$ cat config.mk
export PLATFORM = sky130hd
export DESIGN_NAME = cpcg_ctrl
export DESIGN_NICKNAME = d
export VERILOG_FILES = /design/src/rtl/cpcg_pkg.sv /design/src/rtl/cpcg_ctrl.sv
export SDC_FILE = /design/constraint.sdc
export NUM_CORES = 1
export LEC_CHECK = 0
export ABC_CLOCK_PERIOD_IN_PS = 1500
export BUFFER_PORTS_ARGS = -buffer_cell sky130_fd_sc_hd__buf_2
export CAP_MARGIN = 20
export CORE_AREA = 10 10 47 49
export CTS_CLUSTER_DIAMETER = 150
export DETAILED_ROUTE_END_ITERATION = 12
export DIE_AREA = 0 0 57 59
export HOLD_SLACK_MARGIN = 0.15
export PLACE_DENSITY_LB_ADDON = 0.3
export SLEW_MARGIN = 5
export SYNTH_ARGS = -nofsm -noshare
export SYNTH_HDL_FRONTEND = slang
export SYNTH_SLANG_ARGS = --single-unit
$ cat constraint.sdc
create_clock -name clk -period 1.5 [get_ports clk]
set_input_delay 0.3 -clock clk [delete_from_list [all_inputs] [get_ports clk]]
set_output_delay 0.3 -clock clk [all_outputs]
set_load 0.02 [all_outputs]
$ cat src/rtl/cpcg_pkg.sv
`timescale 1ns / 1ps
// ----------------------------------------------------------------------------
// cpcg_pkg
// Shared widths, codes and controller/datapath link types for the collision
// pair candidate generator.
// ----------------------------------------------------------------------------
package cpcg_pkg;

    // fixed field widths of the request and response beats
    localparam int FUNC_W      = 3;
    localparam int GROUP_ID_W  = 16;
    localparam int VERT_W      = 10;
    localparam int STATUS_W    = 2;
    localparam int KIND_W      = 2;
    localparam int INDEX_W     = 10;

    // configuration port
    localparam int CFG_INDEX_W = 1;
    localparam int CFG_DATA_W  = 3;

    localparam logic [CFG_INDEX_W-1:0] CFG_KIND_MASK   = 1'd0;
    localparam logic [CFG_INDEX_W-1:0] CFG_GROUP_CHECK = 1'd1;

    typedef enum logic [FUNC_W-1:0] {
        FUNC_CLEAR      = 3'd0,
        FUNC_ADD_VERTEX = 3'd1,
        FUNC_ADD_EDGE   = 3'd2,
        FUNC_ADD_FACE   = 3'd3,
        FUNC_NEXT       = 3'd4
    } func_t;

    typedef enum logic [STATUS_W-1:0] {
        ST_OK       = 2'd0,
        ST_IGNORED  = 2'd1,
        ST_FINISHED = 2'd2
    } status_t;

    // controller -> datapath
    typedef struct packed {
        logic load;       // latch the request beat
        logic exec;       // perform clear / add
        logic scan_step;  // one cursor step of the enumeration
        logic grp_start;  // reset the group read counter
        logic grp_step;   // one group table read / capture
        logic set_pair;   // current candidate is a result
        logic emit;       // move pending result to the output register
    } cpcg_cmd_t;

    // datapath -> controller
    typedef struct packed {
        logic scan_done;
        logic scan_cand;
        logic vtx_reject;
        logic grp_check;
        logic grp_last;
        logic grp_match;
        logic out_free;
    } cpcg_sts_t;

endpackage

$ cat src/rtl/cpcg_ctrl.sv
`timescale 1ns / 1ps
// ----------------------------------------------------------------------------
// cpcg_ctrl
// Sequencer: accepts a request, runs table updates or the pair scan, and
// hands the result to the output register.
// ----------------------------------------------------------------------------
module cpcg_ctrl import cpcg_pkg::*; (
    input  logic              clk,
    input  logic              rst_n,
    input  logic              req_valid,
    input  logic [FUNC_W-1:0] req_func,
    output logic              req_ready,
    input  cpcg_sts_t         sts,
    output cpcg_cmd_t         cmd
);

    typedef enum logic [2:0] {
        S_IDLE,
        S_EXEC,
        S_SCAN,
        S_TCHK,
        S_GREAD,
        S_GCMP,
        S_EMIT
    } state_t;

    state_t state_reg;
    state_t state_next;

    always_comb
    begin
        cmd        = '0;
        state_next = state_reg;
        req_ready  = (state_reg == S_IDLE);
        case (state_reg)
            S_IDLE:
            begin
                if (req_valid)
                begin
                    cmd.load   = 1'b1;
                    state_next = (req_func == FUNC_NEXT) ? S_SCAN : S_EXEC;
                end
            end
            S_EXEC:
            begin
                cmd.exec   = 1'b1;
                state_next = S_EMIT;
            end
            S_SCAN:
            begin
                cmd.scan_step = 1'b1;
                if (sts.scan_done)
                begin
                    state_next = S_EMIT;
                end
                else if (sts.scan_cand)
                begin
                    state_next = S_TCHK;
                end
            end
            S_TCHK:
            begin
                // table entry is on the ram output now
                if (sts.vtx_reject)
                begin
                    state_next = S_SCAN;
                end
                else if (sts.grp_check)
                begin
                    cmd.grp_start = 1'b1;
                    state_next    = S_GREAD;
                end
                else
                begin
                    cmd.set_pair = 1'b1;
                    state_next   = S_EMIT;
                end
            end
            S_GREAD:
            begin
                cmd.grp_step = 1'b1;
                if (sts.grp_last)
                begin
                    state_next = S_GCMP;
                end
            end
            S_GCMP:
            begin
                if (sts.grp_match)
                begin
                    state_next = S_SCAN;
                end
                else
                begin
                    cmd.set_pair = 1'b1;
                    state_next   = S_EMIT;
                end
            end
            S_EMIT:
            begin
                if (sts.out_free)
                begin
                    cmd.emit   = 1'b1;
                    state_next = S_IDLE;
                end
            end
            default:
            begin
                state_next = S_IDLE;
            end
        endcase
    end

    always_ff @(posedge clk or negedge rst_n)
    begin
        if (!rst_n)
        begin
            state_reg <= S_IDLE;
        end
        else
        begin
            state_reg <= state_next;
        end
    end

endmodule

==> metrics.md <==
| Metric | Value |
|---|---|
| Number of cells produced by synthesis | `40` |
| Clock skew | `0.00137 ns` |
| Synthesized area | `314 sq um` |
| Final-stage net count | `84` |
| Crit Path Category | `flop to output pin` |
| Actual transition at the worst max-transition pin | `0.193 ns` |
| Cell types with the highest counts after synthesis | `nor2_1, nand2_1, nand2b_1, and2_1, dfrtp_1` |
| DRT antenna net count | `0` |
| Die Ht | `59 um` |
| Number of clock sinks | `3` |
| WL final | `1020 um` |
| Leak | `0.279 nW` |
| Max VDD drop | `0.606 mV` |
| Violation count after the first detailed-routing iteration | `2` |
| Max-slew headroom at the worst pin | `87.1%` |
| Die W | `57 um` |
| Antenna violations before repair | `0` |
| Setup TNS | `-0.0385 ns` |
| Final Slew Violations | `0` |
| Final core area utilization | `39.4%` |
| Number of flops mapped to enable cells by yosys | `0` |
| Final setup vio count | `3` |
| Core Area | `1400 sq um` |
| Area added between synthesis and finish | `75.7%` |
| Data required, critical path | `1.20 ns` |
| Wire per inst | `11.9 um` |
| Clock transition at the register clock pins on the worst setup and hold paths after CTS | `0.04 ns` |
| CTS tree | `built` |
| Buffer levels on the longest clock path | `2` |
| Top-level I/O count | `21` |
| Remaining DRCs | `0` |
| Kind of end point of the critical path | `output pin` |
| Min Clock Period, post-route | `1.52 ns` |
| Async S/R FF share, synth | `100%` |
| Flip-flop count of the largest register after layout | `3` |
| First-pass GRT wire length | `1750 um` |
| Combined global-route utilization of all metal layers | `6.58%` |
| Share of synthesized area occupied by flip-flops and latches | `23.9%` |
| Clock insertion delay at the later pin of the skew report | `0.23 ns` |
| Maximum number of pins on one net before global-route repair | `13` |
| Library cells used by synthesis | `22` |
| Number of buffers created by CTS | `3` |
| Area post-placement | `419 sq um` |
| Port buffer count | `20` |
| Cell types occupying the most area after synthesis | `dfrtp_1, nand2b_1, buf_6` |
| Worst Setup Start Kind | `flop` |
| Overall power of the completed layout | `1.11 mW` |
| Dominant cell type by area after synthesis | `dfrtp_1` |
| Flop and latch count out of synthesis | `3` |
| Reg-to-reg startpoint | `state_reg[1]` |
| Via density | `4.50` |
| Number of global-route vias before repair | `409` |
| Number of failing hold endpoints at the final stage | `0` |
| Gr ovfl total | `0` |
| Fraction of layout instances using a drive strength above 1 | `58.6%` |
| Syn Area/Cell | `7.85 sq um` |
| Final WS setup | `-0.0208 ns` |
| Placer congestion estimate | `0.719` |
| Dominant cell by count in the synthesized netlist | `nor2_1` |
| Final critical-path share of the clock period | `101%` |
| Pwr dens | `2010 nW/um^2` |
| Count of inserted antenna diode cells | `0` |
| Dominant register cell in the synthesized netlist | `dfrtp_1` |
| Share of the synthesized area in the top cell type | `23.9%` |
| Worst hold path startpoint | `req_valid` |
| Violated checks | `setup timing` |
| Max-capacitance violation count | `0` |
| CTS H-tree depth | `1` |
| Num rows | `14` |
| Die ar. | `3360 sq um` |
| Arrival @ worst endpoint | `1.22 ns` |
| Fmax | `658 MHz` |
| Max FO, Critical Path | `4` |
| YS warnings | `0` |
| CP Launch Point | `state_reg[1]` |
| HPWL after DPL | `746 um` |
| RSZ-0062 raised after global routing | `yes` |
| Count of TritonRoute iterations in the first routing pass | `2` |
| Class of the worst hold path | `primary input to flop` |
| Syn Nets | `53` |
| Result of the run | `complete, but fails checks` |
| Initial Util | `22.4%` |
| Count of vias placed by the detailed router | `387` |
| Root Driver | `clkbuf_4` |
| Design area | `552 sq um` |
[power by group]
group / switching (mW) / internal [mW] / total, mW / leakage [nW]
combinational: 0.366 / 0.410 / 0.776 / 0.231
clock: 0.0427 / 0.0998 / 0.143 / 0.0150
sequential: 0.0640 / 0.128 / 0.192 / 0.0331
[routing by layer]
layer	GRT usage [%]	share of wire, %
met1	6.56	45
met4	6.04	1.9
met2	9.77	44
met5	0	0
met3	3.43	8.7
[timing repair]
item	4_1_cts	5_1_grt
resized for setup	10	4
hold endpoints to repair	3	0
pin swaps	1	0
endpoints found under the setup margin	6	6
buffers inserted	4	2
hold buffers	1	0
[cells by family after synthesis]
logic type      count (synthesis)  share of synthesized area [%]
simple gates                   22                           37.5
compound gates                 11                           27.9
buf+inv                         4                           10.8
flops                           3                           23.9
[final timing paths]
| check | endpoint | slack [ns] | depth (start not counted) |
|---|---|---|---|
| max in group asynchronous | state_reg[0] | 0.98 | 2 |
| worst max register to register | state_reg[2] | 0.09 | 6 |
| worst min-delay path | state_reg[0] | 0.34 | 3 |
| min in group asynchronous | state_reg[1] | 0.40 | 2 |
| worst min register to register | state_reg[0] | 0.69 | 2 |
| worst max-delay path | cmd[6] | -0.02 | 4 |
[metrics by stage]
step / hold slack (ns) / instances / setup WS (ns)
detailed placement: 0.0970 / 75 / 0.167
floorplan: 0.00441 / 40 / 0.00615
global placement: 0.0985 / 75 / 0.183
global route: 0.340 / 86 / -0.0965
CTS: 0.333 / 84 / -0.0514
finish: 0.340 / 86 / -0.0208
[worst max-delay path, cell delays in order, from the launching register on]
cell	delay [ns]
dfrtp_2	0.43
buf_6	0.14
nor3_4	0.16
and2_4	0.16
buf_6	0.11
[cell usage in the layout, fill, tap and decap left out, drive strengths merged]
cell / instances
a31oi: 1
nand3b: 1
o21ai: 2
dlygate4sd3: 1
nor2: 7
a211oi: 2
a21boi: 1
nor3: 1
a221oi: 1
dfrtp: 3
buf: 28
nand2: 5
a22o: 1
clkbuf: 4
or3b: 1
a21o: 1
nand2b: 4
and2: 3
inv: 1
o32ai: 1
a21oi: 1
[cell type report]
cell class | count | area (sq um)
clock buffers | 4 | 26.3
multi-input cells | 33 | 229
well taps | 16 | 20.0
inverters | 1 | 3.75
flip-flops and latches | 3 | 77.6
fillers | 156 | 850
repair buffers | 29 | 195
No activity file was read; power rests on OpenSTA's default activity.
